`src/ffd_pkg.sv`:
```
// ----------------------------------------------------------------------------
// ffd_pkg
// shared constants, codes and handshake structs of the fixed frame deframer
// ----------------------------------------------------------------------------
package ffd_pkg;

  localparam int FRAME_LEN_DEF = 16;
  localparam int HDR_LEN       = 2;
  localparam int NOT_PAYLOAD   = 4;

  localparam logic [1:0] ST_OK       = 2'd0;
  localparam logic [1:0] ST_BAD_TAIL = 2'd1;
  localparam logic [1:0] ST_BAD_SUM  = 2'd2;

  localparam logic [1:0] REG_HDR_FIRST  = 2'd0;
  localparam logic [1:0] REG_HDR_SECOND = 2'd1;
  localparam logic [1:0] REG_TAIL       = 2'd2;

  localparam logic [7:0] HDR_FIRST_RST  = 8'd170;
  localparam logic [7:0] HDR_SECOND_RST = 8'd85;
  localparam logic [7:0] TAIL_RST       = 8'd187;

  typedef struct packed {
    logic       push;
    logic [1:0] status;
  } front_ev_t;

  typedef struct packed {
    logic       not_empty;
    logic       full;
    logic [1:0] status;
  } q_stat_t;

endpackage

```
`src/ffd_front.sv`:
```
// ----------------------------------------------------------------------------
// ffd_front
// header hunt, frame collection, payload write and frame check
// ----------------------------------------------------------------------------
module ffd_front #(
  parameter int FRAME_LEN = ffd_pkg::FRAME_LEN_DEF,
  localparam int PLEN = FRAME_LEN - ffd_pkg::NOT_PAYLOAD,
  localparam int IW = (PLEN > 1) ? $clog2(PLEN) : 1
) (
  input  logic                clk,
  input  logic                rst,
  input  logic                cfg_valid,
  input  logic [1:0]          cfg_index,
  input  logic [7:0]          cfg_data,
  input  logic                in_valid,
  input  logic [7:0]          in_data,
  output logic                in_ready,
  input  ffd_pkg::q_stat_t    qs,
  output ffd_pkg::front_ev_t  ev,
  output logic                wr_en,
  output logic [IW-1:0]       wr_idx,
  output logic [7:0]          wr_data
);

  localparam int CW = $clog2(FRAME_LEN);
  localparam logic [CW-1:0] LAST_POS = CW'(FRAME_LEN - 1);
  localparam logic [CW-1:0] CSUM_POS = CW'(FRAME_LEN - 2);

  logic [7:0]    hdr_first;
  logic [7:0]    hdr_second;
  logic [7:0]    tail_value;
  logic          collecting;
  logic          collecting_next;
  logic [CW-1:0] count;
  logic [CW-1:0] count_next;
  logic [7:0]    sum;
  logic [7:0]    sum_next;
  logic [7:0]    csum;
  logic [7:0]    csum_next;
  logic [CW-1:0] pidx;
  logic          accept;

  assign in_ready = ~qs.full;
  assign accept   = in_valid & in_ready;
  assign pidx     = count - CW'(ffd_pkg::HDR_LEN);
  assign wr_idx   = pidx[IW-1:0];
  assign wr_data  = in_data;

  always_ff @(posedge clk) begin
    if (rst) begin
      hdr_first  <= ffd_pkg::HDR_FIRST_RST;
      hdr_second <= ffd_pkg::HDR_SECOND_RST;
      tail_value <= ffd_pkg::TAIL_RST;
    end else if (cfg_valid) begin
      case (cfg_index)
        ffd_pkg::REG_HDR_FIRST:  hdr_first  <= cfg_data;
        ffd_pkg::REG_HDR_SECOND: hdr_second <= cfg_data;
        ffd_pkg::REG_TAIL:       tail_value <= cfg_data;
        default: ;
      endcase
    end
  end

  always_comb begin
    collecting_next = collecting;
    count_next      = count;
    sum_next        = sum;
    csum_next       = csum;
    ev              = '0;
    wr_en           = 1'b0;
    if (accept) begin
      if (!collecting) begin
        if (count == '0 && in_data == hdr_first) begin
          count_next = CW'(1);
        end else if (count == CW'(1) && in_data == hdr_second) begin
          count_next      = CW'(ffd_pkg::HDR_LEN);
          collecting_next = 1'b1;
          sum_next        = '0;
        end else begin
          count_next = '0;
        end
      end else if (count == LAST_POS) begin
        ev.push = 1'b1;
        if (in_data != tail_value) begin
          ev.status = ffd_pkg::ST_BAD_TAIL;
        end else if (sum != csum) begin
          ev.status = ffd_pkg::ST_BAD_SUM;
        end else begin
          ev.status = ffd_pkg::ST_OK;
        end
        collecting_next = 1'b0;
        count_next      = '0;
        sum_next        = '0;
      end else begin
        count_next = count + CW'(1);
        if (count == CSUM_POS) begin
          csum_next = in_data;
        end else begin
          wr_en    = 1'b1;
          sum_next = sum + in_data;
        end
      end
    end
  end

  always_ff @(posedge clk) begin
    if (rst) begin
      collecting <= 1'b0;
      count      <= '0;
      sum        <= '0;
    end else begin
      collecting <= collecting_next;
      count      <= count_next;
      sum        <= sum_next;
    end
  end

  always_ff @(posedge clk) begin
    csum <= csum_next;
  end

endmodule

```
`src/ffd_buf.sv`:
```
// ----------------------------------------------------------------------------
// ffd_buf
// two-bank payload store and two-entry frame status queue
// ----------------------------------------------------------------------------
module ffd_buf #(
  parameter int FRAME_LEN = ffd_pkg::FRAME_LEN_DEF,
  localparam int PLEN = FRAME_LEN - ffd_pkg::NOT_PAYLOAD,
  localparam int IW = (PLEN > 1) ? $clog2(PLEN) : 1
) (
  input  logic               clk,
  input  logic               rst,
  input  ffd_pkg::front_ev_t ev,
  input  logic               wr_en,
  input  logic [IW-1:0]      wr_idx,
  input  logic [7:0]         wr_data,
  input  logic               pop,
  input  logic [IW-1:0]      rd_idx,
  output logic [7:0]         rd_data,
  output ffd_pkg::q_stat_t   qs
);

  logic [7:0] mem [2**(IW+1)];
  logic [1:0] status_q [2];
  logic       wr_ptr;
  logic       rd_ptr;
  logic [1:0] count;
  logic [1:0] count_next;

  always_ff @(posedge clk) begin
    if (wr_en) begin
      mem[{wr_ptr, wr_idx}] <= wr_data;
    end
    rd_data <= mem[{rd_ptr, rd_idx}];
  end

  always_ff @(posedge clk) begin
    if (ev.push) begin
      status_q[wr_ptr] <= ev.status;
    end
  end

  always_comb begin
    case ({ev.push, pop})
      2'b10:   count_next = count + 2'd1;
      2'b01:   count_next = count - 2'd1;
      default: count_next = count;
    endcase
  end

  always_ff @(posedge clk) begin
    if (rst) begin
      wr_ptr <= 1'b0;
      rd_ptr <= 1'b0;
      count  <= '0;
    end else begin
      if (ev.push) wr_ptr <= ~wr_ptr;
      if (pop)     rd_ptr <= ~rd_ptr;
      count <= count_next;
    end
  end

  assign qs.not_empty = (count != 2'd0);
  assign qs.full      = (count == 2'd2);
  assign qs.status    = status_q[rd_ptr];

endmodule

```
`src/ffd_back.sv`:
```
// ----------------------------------------------------------------------------
// ffd_back
// result sequencer: status result or payload run into an output register
// ----------------------------------------------------------------------------
module ffd_back #(
  parameter int FRAME_LEN = ffd_pkg::FRAME_LEN_DEF,
  localparam int PLEN = FRAME_LEN - ffd_pkg::NOT_PAYLOAD,
  localparam int IW = (PLEN > 1) ? $clog2(PLEN) : 1
) (
  input  logic             clk,
  input  logic             rst,
  input  ffd_pkg::q_stat_t qs,
  output logic             pop,
  output logic [IW-1:0]    rd_idx,
  input  logic [7:0]       rd_data,
  output logic             out_valid,
  input  logic             out_ready,
  output logic [7:0]       out_data,
  output logic [4:0]       out_index,
  output logic             out_last,
  output logic [1:0]       out_status
);

  localparam logic B_IDLE = 1'b0;
  localparam logic B_RUN  = 1'b1;
  localparam logic [IW-1:0] LAST_IDX = IW'(PLEN - 1);

  logic          state;
  logic          state_next;
  logic [IW-1:0] idx;
  logic [IW-1:0] idx_next;
  logic          load;
  logic          free;
  logic          is_last;
  logic          valid_next;
  logic [7:0]    data_next;
  logic [IW-1:0] oidx_next;
  logic          last_next;
  logic [1:0]    status_next;
  logic [IW-1:0] oidx;

  assign free      = ~out_valid | out_ready;
  assign is_last   = (idx == LAST_IDX);
  assign out_index = 5'(oidx);

  always_comb begin
    state_next  = state;
    idx_next    = idx;
    pop         = 1'b0;
    load        = 1'b0;
    rd_idx      = '0;
    data_next   = out_data;
    oidx_next   = oidx;
    last_next   = out_last;
    status_next = out_status;
    case (state)
      B_IDLE: begin
        if (qs.not_empty && free) begin
          if (qs.status != ffd_pkg::ST_OK) begin
            load        = 1'b1;
            pop         = 1'b1;
            data_next   = '0;
            oidx_next   = '0;
            last_next   = 1'b1;
            status_next = qs.status;
          end else begin
            state_next = B_RUN;
            idx_next   = '0;
          end
        end
      end
      B_RUN: begin
        rd_idx = idx;
        if (free) begin
          load        = 1'b1;
          data_next   = rd_data;
          oidx_next   = idx;
          last_next   = is_last;
          status_next = ffd_pkg::ST_OK;
          if (is_last) begin
            pop        = 1'b1;
            state_next = B_IDLE;
          end else begin
            idx_next = idx + IW'(1);
            rd_idx   = idx + IW'(1);
          end
        end
      end
      default: state_next = B_IDLE;
    endcase
    valid_next = load | (out_valid & ~out_ready);
  end

  always_ff @(posedge clk) begin
    if (rst) begin
      state     <= B_IDLE;
      idx       <= '0;
      out_valid <= 1'b0;
    end else begin
      state     <= state_next;
      idx       <= idx_next;
      out_valid <= valid_next;
    end
  end

  always_ff @(posedge clk) begin
    out_data   <= data_next;
    oidx       <= oidx_next;
    out_last   <= last_next;
    out_status <= status_next;
  end

endmodule

```
`src/fixed_frame_deframer_sum_check.sv`:
```
// ----------------------------------------------------------------------------
// fixed_frame_deframer_sum_check
// fixed-length frame deframer with tail and additive checksum check
// ----------------------------------------------------------------------------
// result path: status queue -> output register; payload adds store read first
// throughput: one input byte per cycle, stalled only while two finished
//   frames wait in the two-entry status queue; payload leaves at one byte per
//   ready cycle from the two-bank store, set by its single registered read port
// reset: synchronous, clears hunt state, queue and output valid; store uncleared
// ----------------------------------------------------------------------------
module fixed_frame_deframer_sum_check #(
  parameter int FRAME_LEN = ffd_pkg::FRAME_LEN_DEF
) (
  input  logic        clk,
  input  logic        rst,
  input  logic        cfg_valid,
  output logic        cfg_ready,
  input  logic [1:0]  cfg_index,
  input  logic [7:0]  cfg_data,
  input  logic        s_axis_tvalid,
  output logic        s_axis_tready,
  input  logic [7:0]  s_axis_tdata,   // [7:0] rx_byte
  output logic        m_axis_tvalid,
  input  logic        m_axis_tready,
  output logic [15:0] m_axis_tdata,   // [7:0] payload_byte, [12:8] byte_index
  output logic        m_axis_tlast,
  output logic [1:0]  m_axis_tuser    // [1:0] frame_status
);

  localparam int PLEN = FRAME_LEN - ffd_pkg::NOT_PAYLOAD;
  localparam int IW = (PLEN > 1) ? $clog2(PLEN) : 1;

  ffd_pkg::front_ev_t ev;
  ffd_pkg::q_stat_t   qs;
  logic               wr_en;
  logic [IW-1:0]      wr_idx;
  logic [7:0]         wr_data;
  logic               pop;
  logic [IW-1:0]      rd_idx;
  logic [7:0]         rd_data;
  logic [7:0]         out_data;
  logic [4:0]         out_index;

  assign cfg_ready    = 1'b1;
  assign m_axis_tdata = {3'b000, out_index, out_data};

  ffd_front #(.FRAME_LEN(FRAME_LEN)) u_front (
    .clk       (clk),
    .rst       (rst),
    .cfg_valid (cfg_valid & cfg_ready),
    .cfg_index (cfg_index),
    .cfg_data  (cfg_data),
    .in_valid  (s_axis_tvalid),
    .in_data   (s_axis_tdata),
    .in_ready  (s_axis_tready),
    .qs        (qs),
    .ev        (ev),
    .wr_en     (wr_en),
    .wr_idx    (wr_idx),
    .wr_data   (wr_data)
  );

  ffd_buf #(.FRAME_LEN(FRAME_LEN)) u_buf (
    .clk     (clk),
    .rst     (rst),
    .ev      (ev),
    .wr_en   (wr_en),
    .wr_idx  (wr_idx),
    .wr_data (wr_data),
    .pop     (pop),
    .rd_idx  (rd_idx),
    .rd_data (rd_data),
    .qs      (qs)
  );

  ffd_back #(.FRAME_LEN(FRAME_LEN)) u_back (
    .clk        (clk),
    .rst        (rst),
    .qs         (qs),
    .pop        (pop),
    .rd_idx     (rd_idx),
    .rd_data    (rd_data),
    .out_valid  (m_axis_tvalid),
    .out_ready  (m_axis_tready),
    .out_data   (out_data),
    .out_index  (out_index),
    .out_last   (m_axis_tlast),
    .out_status (m_axis_tuser)
  );

  a_no_push_when_full: assert property (@(posedge clk) disable iff (rst)
    ev.push |-> !qs.full)
    else $error("frame pushed into full status queue");

  a_reject_form: assert property (@(posedge clk) disable iff (rst)
    (m_axis_tvalid && m_axis_tuser != ffd_pkg::ST_OK) |->
      (m_axis_tlast && m_axis_tdata == 16'd0))
    else $error("reject result not a single zero last transfer");

  a_quiet_after_reset: assert property (@(posedge clk)
    $past(rst) |-> !m_axis_tvalid)
    else $error("output valid right after reset");

endmodule

```
`config.mk`:
```
export PLATFORM = sky130hd
export DESIGN_NAME = fixed_frame_deframer_sum_check
export DESIGN_NICKNAME = d
export VERILOG_FILES = /design/src/ffd_pkg.sv /design/src/ffd_front.sv /design/src/ffd_buf.sv /design/src/ffd_back.sv /design/src/fixed_frame_deframer_sum_check.sv
export SDC_FILE = /design/constraint.sdc
export NUM_CORES = 1
export LEC_CHECK = 0
export BUFFER_PORTS_ARGS = -buffer_cell sky130_fd_sc_hd__buf_2
export CORE_UTILIZATION = 35
export CTS_CLUSTER_DIAMETER = 80
export DETAILED_ROUTE_END_ITERATION = 6
export GPL_TIMING_DRIVEN = 0
export PLACE_DENSITY = 0.57
export SETUP_SLACK_MARGIN = 0.4
export SYNTH_ARGS = -nofsm -noshare
export SYNTH_HDL_FRONTEND = slang
export SYNTH_SLANG_ARGS = --single-unit
```
`constraint.sdc`:
```
create_clock -name clk -period 7.2 [get_ports clk]
set_input_delay 1.44 -clock clk [delete_from_list [all_inputs] [get_ports clk]]
set_output_delay 1.44 -clock clk [all_outputs]
set_load 0.005 [all_outputs]
```
==> run_results.csv <==
group,metric,value,unit
status,status,"finished, final reports clean",
cells_and_area,fin_util,0.405,
synth,yosys_register_bits,339,
placed_design,port_buffers,38,
global_route,grt_pass1_vias,8750,
run,cap_violations,0,
sta,tightest_slew,1.17,ns
global_route,grt_pass1_wl,53.6,mm
worst_hold_path,hold_depth,2,
clock_network,insertion_delay,0.53,ns
critical_path,end_kind,"register",
sta,hold_violations,0,
power_and_ir_drop,ir_drop,119,uV
synth,yosys-top-cells-area,"edfxtp_1 (60%), dfxtp_1 (8.0%), mux2i_1 (5.9%)",
sta,worst_hold_slack,0.467,ns
synth,ys.warnings.count,0,
critical_path,path_max_fanout,10,
global_route,antenna_found_initial,0,
synth,ys.flop_type,"edfxtp_1",
clock_network,clk_path_buf_depth,3,
sta,setup_violations,0,
detailed_routing,drtPass1Iterations,5,
clock_network,cts_made_buffers,36,
power_and_ir_drop,power_density,257,nW/um2
synth,synth_seq_area_share,0.684,
floorplanning,die-area,41000,um2
cells_and_area,area_delta_synth_final,14.2,%
critical_path,ff2ff_path_depth,6,
detailed_routing,drc,0,
sta,fin_worst_skew,0.0177,ns
critical_path,critical_path.max_stage_delay,0.97,ns
cells_and_area,finalNetCount,1170,
critical_path,cp.required,7.35,ns
placed_design,post_dp_cell_area,15000,um2
global_route,grtUsageTotal,0.174,
sta,min_period_over_period,0.532,
critical_path,critPathKind,"primary input to register",
clock_network,post_cts_resized,0,
cells_and_area,instances_no_fill,1683,
cells_and_area,diodes,0,
placed_design,routabilityCongestion,0.807,
floorplanning,die_h,202,um
global_route,overflow,0,
worst_hold_path,min_path_type,"register to register",
clock_network,cts_sinks,339,
sta,totalNegativeSetupSlack,0,ns
detailed_routing,drt_wl_total,35.6,mm
synth,yosysTopAreaCell,"edfxtp_1",
floorplanning,start_util,0.355,
synth,syn_area,14100,um2
clock_network,clkSlewWorstSetupHoldPaths,0.06,ns
clock_network,cts-root-buf,"clkbuf_16",
synth,syn_inst,1051,
critical_path,worst-path-stages,6,
clock_network,tritoncts,"built",
placed_design,placed_cells,1618,
clock_network,htreeDepth,2,
critical_path,crit_chain,"buf_2 > and3_1 > and3_1 > clkbuf_1 > nand2_1 > nor2_1",
floorplanning,fp.coreArea,39600,um2
placed_design,hpwl,22.7,mm
sta,finalCriticalPeriod,3.83,ns
synth,async_flop_share,0,
critical_path,cp.arrival,3.98,ns
synth,syn_area_per_cell,13.4,um2
synth,synth_common_cells,"edfxtp_1 (283), nand2_1 (133), nor2_1 (107)",
synth,synth_edf_count,283,
clock_network,hold_buffers,0,
cells_and_area,design_area,16100,um2
global_route,grt_max_degree,39,
synth,yosysMostFrequentCell,"edfxtp_1",
critical_path,critPathSlowestCell,"nor2_1",
floorplanning,io_pins,45,
floorplanning,core.rowCount,73,
detailed_routing,drt-vias-per-instance,5.17,
critical_path,worst_setup_path_start_kind,"primary input",
critical_path,cp.buffers_inverters,2,
clock_network,cts_setup_buffers,0,
sta,max_clock_freq,261,MHz
detailed_routing,vias,8697,
synth,synth_top_area_frac,0.604,
critical_path,crit_family,"simple AND/OR/NAND/NOR gates",
power_and_ir_drop,p_leak,5.26,nW
sta,slew_headroom,0.218,
cells_and_area,layout-drive-gt1-share,0.119,
sta,rsz0062_at_grt,"false",
floorplanning,fp.dieW,202,um
sta,slew_violations,0,
detailed_routing,wl_per_cell,21.1,um
critical_path,critPathMostFrequentCell,"and3_1",
synth,synth_cell_type_count,52,
detailed_routing,dr.first_iter.drc_count,660,
detailed_routing,antenna_left,0,
## cell type report
type	instances	area, um2
buffer	59	329
clock buffer	51	1010
clock inverter	14	96.3
fill	3734	23600
inverter	9	33.8
multi-input combinational	647	4100
sequential	339	9620
tap	525	657
timing repair buffer	39	218
## kinds of logic (layout without fill, tap and decap cells)
kind of cell | count (synthesis) | after routing | share of synthesized area
flops | 339 | 339 | 0.684
compound gates | 166 | 166 | 0.0785
simple gates | 334 | 334 | 0.111
xor+xnor | 43 | 43 | 0.0268
other cells | 2 | 5 | 0.000534
mux | 83 | 83 | 0.0591
buf+inv | 68 | 172 | 0.0258
fa+ha+maj | 16 | 16 | 0.0148
## final timing paths
| check | start | endpoint | slack [ns] |
|---|---|---|---|
| worst max-delay path | s_axis_tvalid | u_buf.mem[23][3] | 3.37 |
| worst min-delay path | u_front.tail_value[6] | u_front.tail_value[6] | 0.47 |
| worst max register to register | u_buf.count[0] | u_buf.mem[23][3] | 3.75 |
| worst min register to register | u_front.tail_value[6] | u_front.tail_value[6] | 0.47 |
## per-layer routing
metal | vias up | share of wire | track usage
li1 | 4064 | - | -
met1 | 4367 | 0.45 | 0.236
met2 | 217 | 0.49 | 0.293
met3 | 49 | 0.042 | 0.0231
met4 | 0 | 0.018 | 0.0486
met5 | - | 0 | 0
## report_power, final
part	switching [mW]	internal (mW)
sequential	0.0143	2.16
clock	0.740	1.01
combinational	0.133	0.0686
total	0.887	3.24
## stage by stage
stage | power [mW] | setup slack [ns]
detailed placement | 2.42 | 2.81
CTS | 4.16 | 3.37
finish | 4.13 | 3.37
floorplan | 2.31 | 3.93
global route | 4.26 | 3.20
global placement | 2.40 | 2.90
## worst register-to-register path, stage by stage, from the launching register on
cell and delay (ns):
dfxtp_1 0.38, nand2b_1 0.23, and3_1 0.29, and3_1 0.26, clkbuf_1 0.46, nand2_1 0.47, nor2_1 0.98
## state kept, by name, summed over array words and instances, names as in the netlist, 8 cells and up, named ones only
register and cells:
u_front.sum 8, u_front.csum 8, u_buf.mem 256, u_front.tail_value 8
u_back.out_data 8, u_buf.rd_data 8, u_front.hdr_first 8, u_front.hdr_second 8
## layout by cell type, fill, tap and decap left out, types with 20 or more instances in the layout
cell type  netlist  routed
edfxtp_1       283     283
nand2_1        133     133
nor2_1         107     106
mux2i_1         83      83
dfxtp_1         56      56
buf_2           17      55
a21oi_1         47      47
clkbuf_16        0      37
a32oi_1         32      32
clkbuf_1        20      31
o22ai_1         25      25
xnor2_1         23      23
xor2_1          20      20
Power figures use the tool's default switching activity.
